$ cat src/fdsb_pkg.sv
// types and constants of the fan duty controller
`default_nettype none

package fdsb_pkg;

  localparam int unsigned ADC_W      = 12;
  localparam int unsigned TEMP_W     = 7;
  localparam int unsigned SP_W       = 8;
  localparam int unsigned DUTY_W     = 10;
  localparam int unsigned GAIN_W     = 8;
  localparam int unsigned OFS_W      = 4;
  localparam int unsigned CMD_W      = 2;
  localparam int unsigned S_TDATA_W  = 16;
  localparam int unsigned M_TDATA_W  = 32;
  localparam int unsigned CFG_ADDR_W = 2;
  localparam int unsigned CFG_DATA_W = 10;

  localparam int unsigned MV_FULL    = 3000;
  localparam int unsigned MV_PER_DEG = 30;

  localparam logic [TEMP_W-1:0] TEMP_LIMIT = 7'd100;
  localparam logic [SP_W-1:0]   SP_MAX     = 8'd255;
  localparam logic [SP_W-1:0]   SP_MIN     = 8'd0;

  localparam logic [GAIN_W-1:0] GAIN_RST = 8'd50;
  localparam logic [DUTY_W-1:0] BASE_RST = 10'd200;
  localparam logic [DUTY_W-1:0] MAX_RST  = 10'd699;
  localparam logic [OFS_W-1:0]  OFS_RST  = 4'd3;

  typedef enum logic [CMD_W-1:0] {
    CMD_SAMPLE = 2'd0,
    CMD_UP     = 2'd1,
    CMD_DOWN   = 2'd2,
    CMD_TICK   = 2'd3
  } cmd_e;

  typedef enum logic [CFG_ADDR_W-1:0] {
    REG_GAIN   = 2'd0,
    REG_BASE   = 2'd1,
    REG_MAX    = 2'd2,
    REG_OFFSET = 2'd3
  } reg_e;

  typedef struct packed {
    logic [GAIN_W-1:0] gain;
    logic [DUTY_W-1:0] base;
    logic [DUTY_W-1:0] dmax;
    logic [OFS_W-1:0]  offset;
  } cfg_t;

  typedef struct packed {
    cmd_e              cmd;
    logic [TEMP_W-1:0] temp;
  } item_t;

  // duty in the lowest bits
  typedef struct packed {
    logic              fan_on;
    logic [SP_W-1:0]   setpoint;
    logic [TEMP_W-1:0] temp;
    logic [DUTY_W-1:0] duty;
  } result_t;

endpackage

`default_nettype wire

$ cat src/fdsb_convert.sv
// adc reading to whole degrees by reciprocal multiply
`default_nettype none

module fdsb_convert #(
  parameter int unsigned ADC_FULL_SCALE = 4095
) (
  input  logic [fdsb_pkg::ADC_W-1:0]  adc_i,
  output logic [fdsb_pkg::TEMP_W-1:0] temp_o
);
  import fdsb_pkg::*;

  localparam int unsigned       FS_W   = $clog2(ADC_FULL_SCALE + 1);
  localparam int unsigned       SHIFT  = ADC_W + FS_W;
  localparam longint unsigned   SCALE  = MV_FULL / MV_PER_DEG;
  localparam longint unsigned   RECIP  =
    ((SCALE << SHIFT) + ADC_FULL_SCALE - 1) / ADC_FULL_SCALE;
  localparam int unsigned       RW     = $clog2(RECIP + 1);
  localparam int unsigned       PW     = ADC_W + RW;
  localparam int unsigned       DW     = PW - SHIFT;
  localparam int unsigned       CW     = (DW > TEMP_W) ? DW : TEMP_W;

  logic [PW-1:0] prod;
  logic [CW-1:0] deg;

  // floor(raw * 100 / full scale), exact since raw * full scale < 2^shift
  assign prod   = PW'(adc_i) * PW'(RECIP);
  assign deg    = CW'(prod[PW-1:SHIFT]);
  assign temp_o = (deg > CW'(TEMP_LIMIT)) ? TEMP_LIMIT : deg[TEMP_W-1:0];

endmodule

`default_nettype wire

$ cat src/fdsb_core.sv
// controller state, setpoint buttons and duty law
`default_nettype none

module fdsb_core (
  input  logic              clk_i,
  input  logic              rst_ni,
  input  logic              step_i,
  input  fdsb_pkg::item_t   item_i,
  input  fdsb_pkg::cfg_t    cfg_i,
  output fdsb_pkg::result_t result_o
);
  import fdsb_pkg::*;

  logic [SP_W-1:0]   target_q, target_d;
  logic [DUTY_W-1:0] drive_q, drive_d;
  logic [TEMP_W-1:0] last_q, last_d;
  logic              started_q, started_d;
  logic              up_first_q, up_first_d, up_second_q, up_second_d;
  logic              dn_first_q, dn_first_d, dn_second_q, dn_second_d;
  logic              phase_q, phase_d;

  logic [SP_W:0]            sp_sum;
  logic [SP_W-1:0]          sp_init;
  logic [SP_W-1:0]          tgt_eff;
  logic [SP_W-1:0]          diff;
  logic [TEMP_W+GAIN_W-1:0] prod;
  logic [TEMP_W+GAIN_W:0]   sum;
  logic [DUTY_W-1:0]        drive_on;

  assign sp_sum   = (SP_W+1)'(item_i.temp) + (SP_W+1)'(cfg_i.offset);
  assign sp_init  = sp_sum[SP_W] ? SP_MAX : sp_sum[SP_W-1:0];
  assign tgt_eff  = started_q ? target_q : sp_init;
  assign diff     = SP_W'(item_i.temp) - tgt_eff;
  assign prod     = (TEMP_W+GAIN_W)'(diff[TEMP_W-1:0]) * (TEMP_W+GAIN_W)'(cfg_i.gain);
  assign sum      = (TEMP_W+GAIN_W+1)'(prod) + (TEMP_W+GAIN_W+1)'(cfg_i.base);
  assign drive_on = (sum > (TEMP_W+GAIN_W+1)'(cfg_i.dmax)) ? cfg_i.dmax
                                                            : sum[DUTY_W-1:0];

  always_comb begin
    target_d    = target_q;
    drive_d     = drive_q;
    last_d      = last_q;
    started_d   = started_q;
    up_first_d  = up_first_q;
    up_second_d = up_second_q;
    dn_first_d  = dn_first_q;
    dn_second_d = dn_second_q;
    phase_d     = phase_q;
    case (item_i.cmd)
      CMD_SAMPLE: begin
        last_d    = item_i.temp;
        target_d  = tgt_eff;
        started_d = 1'b1;
        if (SP_W'(item_i.temp) > tgt_eff) begin
          drive_d = drive_on;
        end else if (SP_W'(item_i.temp) < tgt_eff) begin
          drive_d = '0;
        end
      end
      CMD_UP: begin
        if (!up_first_q && !up_second_q) begin
          up_first_d  = 1'b1;
          up_second_d = 1'b1;
          if (target_q != SP_MAX) begin
            target_d = target_q + SP_W'(1);
          end
        end
      end
      CMD_DOWN: begin
        if (!dn_first_q && !dn_second_q) begin
          dn_first_d  = 1'b1;
          dn_second_d = 1'b1;
          if (target_q != SP_MIN) begin
            target_d = target_q - SP_W'(1);
          end
        end
      end
      CMD_TICK: begin
        if (!phase_q) begin
          up_first_d = 1'b0;
          dn_first_d = 1'b0;
        end else begin
          up_second_d = 1'b0;
          dn_second_d = 1'b0;
        end
        phase_d = !phase_q;
      end
      default: ;
    endcase
  end

  always_ff @(posedge clk_i or negedge rst_ni) begin
    if (!rst_ni) begin
      target_q    <= '0;
      drive_q     <= '0;
      last_q      <= '0;
      started_q   <= 1'b0;
      up_first_q  <= 1'b0;
      up_second_q <= 1'b0;
      dn_first_q  <= 1'b0;
      dn_second_q <= 1'b0;
      phase_q     <= 1'b0;
    end else if (step_i) begin
      target_q    <= target_d;
      drive_q     <= drive_d;
      last_q      <= last_d;
      started_q   <= started_d;
      up_first_q  <= up_first_d;
      up_second_q <= up_second_d;
      dn_first_q  <= dn_first_d;
      dn_second_q <= dn_second_d;
      phase_q     <= phase_d;
    end
  end

  assign result_o.duty     = drive_d;
  assign result_o.temp     = last_d;
  assign result_o.setpoint = target_d;
  assign result_o.fan_on   = (drive_d != '0);

endmodule

`default_nettype wire

$ cat src/fan_duty_with_setpoint_buttons.sv
// fan duty controller top level: config registers and word pipeline
// a word accepted into the input register moves through the duty law into the output register
// throughput: one word per cycle, limited only by the output handshake
// the adc conversion multiply sits before the input register, the duty law after it
// reset clears all controller state and the pipeline valid flags, config returns to defaults
`default_nettype none

module fan_duty_with_setpoint_buttons #(
  parameter int unsigned ADC_FULL_SCALE = 4095
) (
  input  logic                            clk_i,
  input  logic                            rst_ni,
  input  logic                            cfg_we_i,
  input  logic [fdsb_pkg::CFG_ADDR_W-1:0] cfg_addr_i,
  input  logic [fdsb_pkg::CFG_DATA_W-1:0] cfg_wdata_i,
  input  logic                            s_axis_tvalid,
  output logic                            s_axis_tready,
  input  logic [fdsb_pkg::S_TDATA_W-1:0]  s_axis_tdata,  // adc_sample, zero pad
  input  logic [fdsb_pkg::CMD_W-1:0]      s_axis_tuser,  // cmd
  output logic                            m_axis_tvalid,
  input  logic                            m_axis_tready,
  output logic [fdsb_pkg::M_TDATA_W-1:0]  m_axis_tdata   // duty, temperature, setpoint,
                                                         // fan_on, zero pad
);
  import fdsb_pkg::*;

  cfg_t              cfg_q;
  logic              in_valid_q;
  item_t             in_item_q, in_item_d;
  logic              out_valid_q;
  result_t           out_q, result;
  logic              advance, accept;
  logic [TEMP_W-1:0] conv_temp;

  assign advance       = in_valid_q && (!out_valid_q || m_axis_tready);
  assign s_axis_tready = !in_valid_q || advance;
  assign accept        = s_axis_tvalid && s_axis_tready;

  fdsb_convert #(
    .ADC_FULL_SCALE(ADC_FULL_SCALE)
  ) u_convert (
    .adc_i (s_axis_tdata[ADC_W-1:0]),
    .temp_o(conv_temp)
  );

  assign in_item_d.cmd  = cmd_e'(s_axis_tuser);
  assign in_item_d.temp = conv_temp;

  fdsb_core u_core (
    .clk_i   (clk_i),
    .rst_ni  (rst_ni),
    .step_i  (advance),
    .item_i  (in_item_q),
    .cfg_i   (cfg_q),
    .result_o(result)
  );

  always_ff @(posedge clk_i or negedge rst_ni) begin
    if (!rst_ni) begin
      cfg_q.gain   <= GAIN_RST;
      cfg_q.base   <= BASE_RST;
      cfg_q.dmax   <= MAX_RST;
      cfg_q.offset <= OFS_RST;
    end else if (cfg_we_i) begin
      unique case (reg_e'(cfg_addr_i))
        REG_GAIN:   cfg_q.gain   <= cfg_wdata_i[GAIN_W-1:0];
        REG_BASE:   cfg_q.base   <= cfg_wdata_i[DUTY_W-1:0];
        REG_MAX:    cfg_q.dmax   <= cfg_wdata_i[DUTY_W-1:0];
        REG_OFFSET: cfg_q.offset <= cfg_wdata_i[OFS_W-1:0];
        default: ;
      endcase
    end
  end

  always_ff @(posedge clk_i or negedge rst_ni) begin
    if (!rst_ni) begin
      in_valid_q  <= 1'b0;
      out_valid_q <= 1'b0;
    end else begin
      if (accept) begin
        in_valid_q <= 1'b1;
      end else if (advance) begin
        in_valid_q <= 1'b0;
      end
      if (advance) begin
        out_valid_q <= 1'b1;
      end else if (m_axis_tready) begin
        out_valid_q <= 1'b0;
      end
    end
  end

  always_ff @(posedge clk_i) begin
    if (accept) begin
      in_item_q <= in_item_d;
    end
    if (advance) begin
      out_q <= result;
    end
  end

  assign m_axis_tvalid = out_valid_q;
  assign m_axis_tdata  = M_TDATA_W'(out_q);

endmodule

`default_nettype wire

$ cat config.mk
export PLATFORM = sky130hd
export DESIGN_NAME = fan_duty_with_setpoint_buttons
export DESIGN_NICKNAME = d
export VERILOG_FILES = /design/src/fdsb_pkg.sv /design/src/fdsb_convert.sv /design/src/fdsb_core.sv /design/src/fan_duty_with_setpoint_buttons.sv
export SDC_FILE = /design/constraint.sdc
export NUM_CORES = 1
export LEC_CHECK = 0
export BUFFER_PORTS_ARGS = -buffer_cell sky130_fd_sc_hd__buf_2
export CORE_MARGIN = 2
export CORE_UTILIZATION = 60
export CTS_CLUSTER_SIZE = 20
export DETAILED_ROUTE_END_ITERATION = 8
export PLACE_DENSITY = 0.82
export SETUP_SLACK_MARGIN = 0.1
export SLEW_MARGIN = 20
export SYNTH_ARGS = -nofsm -noshare
export SYNTH_HDL_FRONTEND = slang
export SYNTH_SLANG_ARGS = --single-unit
$ cat constraint.sdc
create_clock -name clk_i -period 9.8 [get_ports clk_i]
set_clock_uncertainty 0.1 [all_clocks]
set_input_delay 0.98 -clock clk_i [delete_from_list [all_inputs] [get_ports clk_i]]
set_output_delay 0.98 -clock clk_i [all_outputs]
set_load 0.03 [all_outputs]
-- Yosys cells after proc, flatten, opt, wreduce, memory -nomap -nowiden
Index checks and enable logic that the tools add are counted.
- order comparisons: 4
- equality and inequality tests: 11
- reductions and logical operators: 31
- multiplexer cells: 24
- add/sub/neg operators: 5
- multipliers: 2
- operators with widths (cell ; count):
    8-bit two-way mux ; 6
    10-bit two-way mux ; 4
    12-bit by 19-bit multiplier with 31-bit output (second input constant) ; 1
    8-bit one-hot mux with 3 select lines ; 1
    15-bit by 10-bit adder with 16-bit output ; 1
    16-bit by 10-bit greater-than comparator with 1-bit output ; 1
    4-bit AND reduction ; 4
    7-bit by 8-bit multiplier with 15-bit output ; 1
    2-bit AND reduction ; 6
    10-bit nonzero test ; 1
    7-bit by 4-bit adder with 8-bit output ; 1
    8-bit by 1-bit adder with 8-bit output (second input constant) ; 1
    2-bit equality test (second input constant) ; 4
    7-bit by 8-bit greater-than comparator with 1-bit output ; 1
    7-bit by 8-bit less-than comparator with 1-bit output ; 1
    1-bit two-way mux ; 8
    8-bit != test (second input constant) ; 1
    1-bit one-hot mux with 2 select lines ; 4
    2-bit nonzero test ; 4
    8-bit nonzero test ; 1
    8-bit by 1-bit subtractor with 8-bit output (second input constant) ; 1
    7-bit greater-than comparator (second input constant) ; 1
    1-bit zero test ; 7
    7-bit two-way mux ; 1
    other kinds (7) ; 15
- input bits: 35
- output and inout port bits: 34
- logic and storage cells: 98
- register bits: 100

-- Longest topological paths before layout
- depth in word-level cells: 11
- mapped depth: 36
- gate-level depth less buffers: 35

-- Cells and area by module
A second synthesis with hierarchy kept.
- cells, all modules: 1038
- area total of the unflattened synthesis: 10450.0 um^2
- modules (own cells, without submodules) (module ; area an instance (um^2) ; cells each ; instances ; sequential area each (um^2)):
    fdsb_core ; 5197.5 ; 605 ; 1 ; 775.7
    fdsb_convert ; 2830.2 ; 313 ; 1 ; 0.0
    fan_duty_with_setpoint_buttons ; 2422.3 ; 120 ; 1 ; 1920.6

-- Least setup slack after synthesis
Ideal clock, no wire load.
- path type: reg-to-reg
- start: reg cfg_q[0] in the netlist's numbering
- end: reg out_q, in the netlist m_axis_tdata[25] (data pin)
- clock period less this slack: 8.488 ns
- path buffers: 1
- setup slack: 1.312 ns
- cell stages (with the launch flop): 35
- arrival time: 8.118 ns
- setup time: 0.270 ns
- required time: 9.430 ns
- cells stage by stage: dfstp_2 > ha_1 > inv_1 > fa_1 > mux2_2 > fa_1 > a21o_1 > a21oi_1 > nor2b_1 > o21a_1 > nor2_1 > xnor2_1 > nand2_1 > fa_1 > fa_1 > fa_1 > fa_1 > inv_1 > ha_1 > a21oi_2 > o31ai_4 > a21o_2 > a21oi_1 > xnor2_1 > ha_1 > a211oi_1 > o21ai_1 > nor2_1 > a211oi_1 > or4_4 > nor2_4 > buf_6 > o311ai_4 > nor4_2 > nand4b_1
- RTL lines (what ; RTL line ; RTL):
    from (decl) ; fan_duty_with_setpoint_buttons.sv:27 ; cfg_t cfg_q;
    to (signal assigned) ; fan_duty_with_setpoint_buttons.sv:98 ; out_q <= result;
    to (decl) ; fan_duty_with_setpoint_buttons.sv:31 ; result_t out_q, result;

==> results by group <==
Critical path
  • Worst Reg-to-Reg Cells: 34
  • Crit-path max FO: 8
  • Critical Path Most Common Cell: fa_1
  • Reg-to-Reg End: m_axis_tdata[25]
  • Buf/Inv on CP: 3
  • Data arrival time of the worst path: 9.15 ns
  • CP max-delay cell: fa_1
  • Crit Path Class: register to register
  • Largest delay contributor family on the critical path: adder cells
  • CP startpoint kind: register
  • R2r startpoint: cfg_q[0]
  • Nature of the critical path endpoint: register
  • Required time worst endpoint: 9.79 ns
  • Worst R2R Setup Slack: 0.64 ns
  • Crit-path max cell delay: 0.55 ns

Clock network
  • Worst-Skew Late Latency: 0.36 ns
  • CTS Hold Bufs: 0
  • Clock Tree Root: clkbuf_16
  • CTS H-Tree Depth: 3
  • Worst-path clk slew: 0.08 ns
  • Clock Path Buffers: 2
  • Clock Sink Count: 100
  • CTS tree: built
  • Total CTS buffers: 9

Hold path
  • WHS Endpoint: u_core.drive_q[6]
  • Min-delay src: u_core.drive_q[6]
  • Worst min path class: register to register
  • Worst hold path depth: 2

Synth
  • Post-synth ARST share: 65.00%
  • Avg Cell Area, Syn: 9.950 um2
  • Yosys reg bits: 100
  • Number of synthesized flops with an enable pin: 35
  • Yosys cell types: 79
  • Sequential fraction of the synthesis area: 26.21%
  • YS warnings: 0
  • Ys flop type: dfrtp_1
  • Gate Count Post-Synth: 1034
  • Syn Std Cell Area: 10290 um2

Finish
  • Most frequent cells in the layout: ha_1, inv_1, nand2_1
  • Antenna fix cells: 0
  • Commonest non-fill, non-tap cell in the layout: ha_1
  • Post-layout util: 66.62%
  • Area delta synth->final: 8.136%
  • Post-route cell area: 11130 um2
  • Fin nets: 1349
  • Share of cells above drive strength 1: 15.86%

Floorplan
  • Initial Util: 61.60%
  • Height of the chip: 135.0 um
  • Ports: 69
  • Row count: 47
  • Total die area: 18210 um2
  • CORE AREA: 16700 um2
  • Die X: 135.0 um

Placement
  • GPL Wtd Cong: 0.9065
  • Port Buffer Count: 58
  • Placed standard-cell area: 10750 um2
  • DPL Wire Length: 17030 um

STA
  • RSZ-0062 raised after global routing: no
  • Pins Over Slew Limit: 0
  • Slew margin rel.: 30.24%
  • Final Cycle Share: 93.49%
  • Hold Fails Final Rpt: 0
  • Max Clk Rate: 109.1 MHz
  • # setup viols final: 0
  • Fin Setup TNS: 0 ns
  • Fin Hold WS: 0.3828 ns
  • Min cycle time layout: 9.162 ns
  • Worst-Margin Slew: 1.043 ns

Detailed routing
  • First-pass detailed-route iteration total: 5
  • Final ANT Viol Nets: 0
  • DR vias/cell: 5.834
  • # DRC: 0
  • Starting DRT DRC Count: 532
  • Vias: 7648
  • WL per Instance: 16.50 um
  • Routed WL: 21630 um

GRT
  • Initial antenna violation count: 0
  • First-pass GRT wire length: 36450 um
  • Vias in the first global route: 7771
  • Pin count of the biggest net entering global routing: 66
  • All-Layer GR Usage: 24.97%
  • Grt total ovfl: 0

Flow run
  • Max Cap Viol: 0

Run status
  • Status: complete, no violations
## final cells by class
cell class	count	area, um2
clock buffers	9	225.2
clock inverters	7	88.84
fillers	1289	5575
inverters	144	540.5
multi-input cells	765	6949
flip-flops and latches	100	2696
well taps	220	275.3
repair buffers	66	350.3
## worst register-to-register path: cells and delay by family (launching register included)
kind / cells / cell delay [ns]
AO/OA/AOI/OAI: 11 / 1.93
XOR/XNOR: 2 / 0.36
adder cells (fa/ha/maj): 9 / 3.81
buffers and inverters: 3 / 0.27
flip-flops: 1 / 0.54
multiplexers: 1 / 0.33
AND/OR/NAND/NOR: 8 / 1.57
## metal layers
metal,GRT usage (%),routed length (um),vias up,share of wire (%)
li1,-,-,3692,-
met1,32.41,9494,3720,44
met2,43.77,10820,197,50
met3,2.965,863,39,4.0
met4,7.986,453,0,2.1
met5,0,0,-,0
## state kept, by name (all words and copies together) (netlist names)
name / cells
m_axis_tdata: 26
u_core.up_second_q: 1
u_core.dn_first_q: 1
u_core.drive_q: 10
u_core.started_q: 1
u_core.phase_q: 1
in_valid_q: 1
cfg_q: 32
u_core.last_q: 7
u_core.dn_second_q: 1
u_core.target_q: 8
m_axis_tvalid: 1
u_core.up_first_q: 1
in_item_q: 9
## synthesized netlist by cell type, types with 7 or more instances
master	instances	share of area [%]
nor2b_1	13	0.79
fa_1	65	13
nand2b_1	9	0.55
inv_1	142	5.2
xor2_1	14	1.2
dfrtp_1	50	12
o21a_1	10	0.73
nand3_1	17	0.83
nor4_1	7	0.43
o21ai_0	45	2.2
a21oi_1	38	1.8
dfstp_2	15	3.8
nand2_1	68	2.5
nor3_1	9	0.44
nand4_1	16	0.97
and2_1	50	3.0
nor2_1	36	1.3
buf_4	7	0.51
ha_1	163	20
a211oi_1	11	0.80
a21o_1	23	1.7
mux2_2	50	5.5
edfxtp_1	35	10
xnor2_1	20	1.7
clkbuf_1	15	0.55
## cell families (layout without fill, tap and decap cells)
logic type / Yosys count / count (layout) / share of synthesized area (%)
AND/OR/NAND/NOR: 255 / 255 / 13.26
adder cells (fa/ha/maj): 228 / 228 / 32.47
AO/OA/AOI/OAI: 186 / 186 / 12.27
buffers and inverters: 174 / 226 / 6.749
flip-flops: 100 / 100 / 26.21
multiplexers: 55 / 55 / 5.959
XOR/XNOR: 35 / 35 / 3.052
other: 1 / 6 / 0.03645
## metrics by stage
stage | setup WS (ns) | instances
after floorplan | 1.312 | 1039
after global placement | 0.5216 | 1291
after detailed placement | 0.2422 | 1291
after CTS | 0.2081 | 1307
after global routing | 0.06481 | 1311
final | 0.6382 | 1311
## worst max-delay path by stage
| stage | from | depth (start not counted) | slack, ns | endpoint |
|---|---|---|---|---|
| after floorplan | cfg_q[0] | 34 | 1.31 | m_axis_tdata[25] |
| after global placement | cfg_q[0] | 35 | 0.52 | m_axis_tdata[25] |
| after detailed placement | cfg_q[0] | 35 | 0.24 | m_axis_tdata[25] |
| after CTS | cfg_q[0] | 35 | 0.21 | m_axis_tdata[25] |
| after global routing | cfg_q[0] | 36 | 0.06 | m_axis_tdata[25] |
| final | cfg_q[0] | 34 | 0.64 | m_axis_tdata[25] |
## timing repair
item | in CTS | in global routing
gates resized for setup | 0 | 6
setup buffers | 0 | 4
endpoints found under the setup margin | 0 | 8
Power is left out: the tool's default activity adds up to more than one toggle a clock period on the data nets, which glitch-free logic cannot reach.
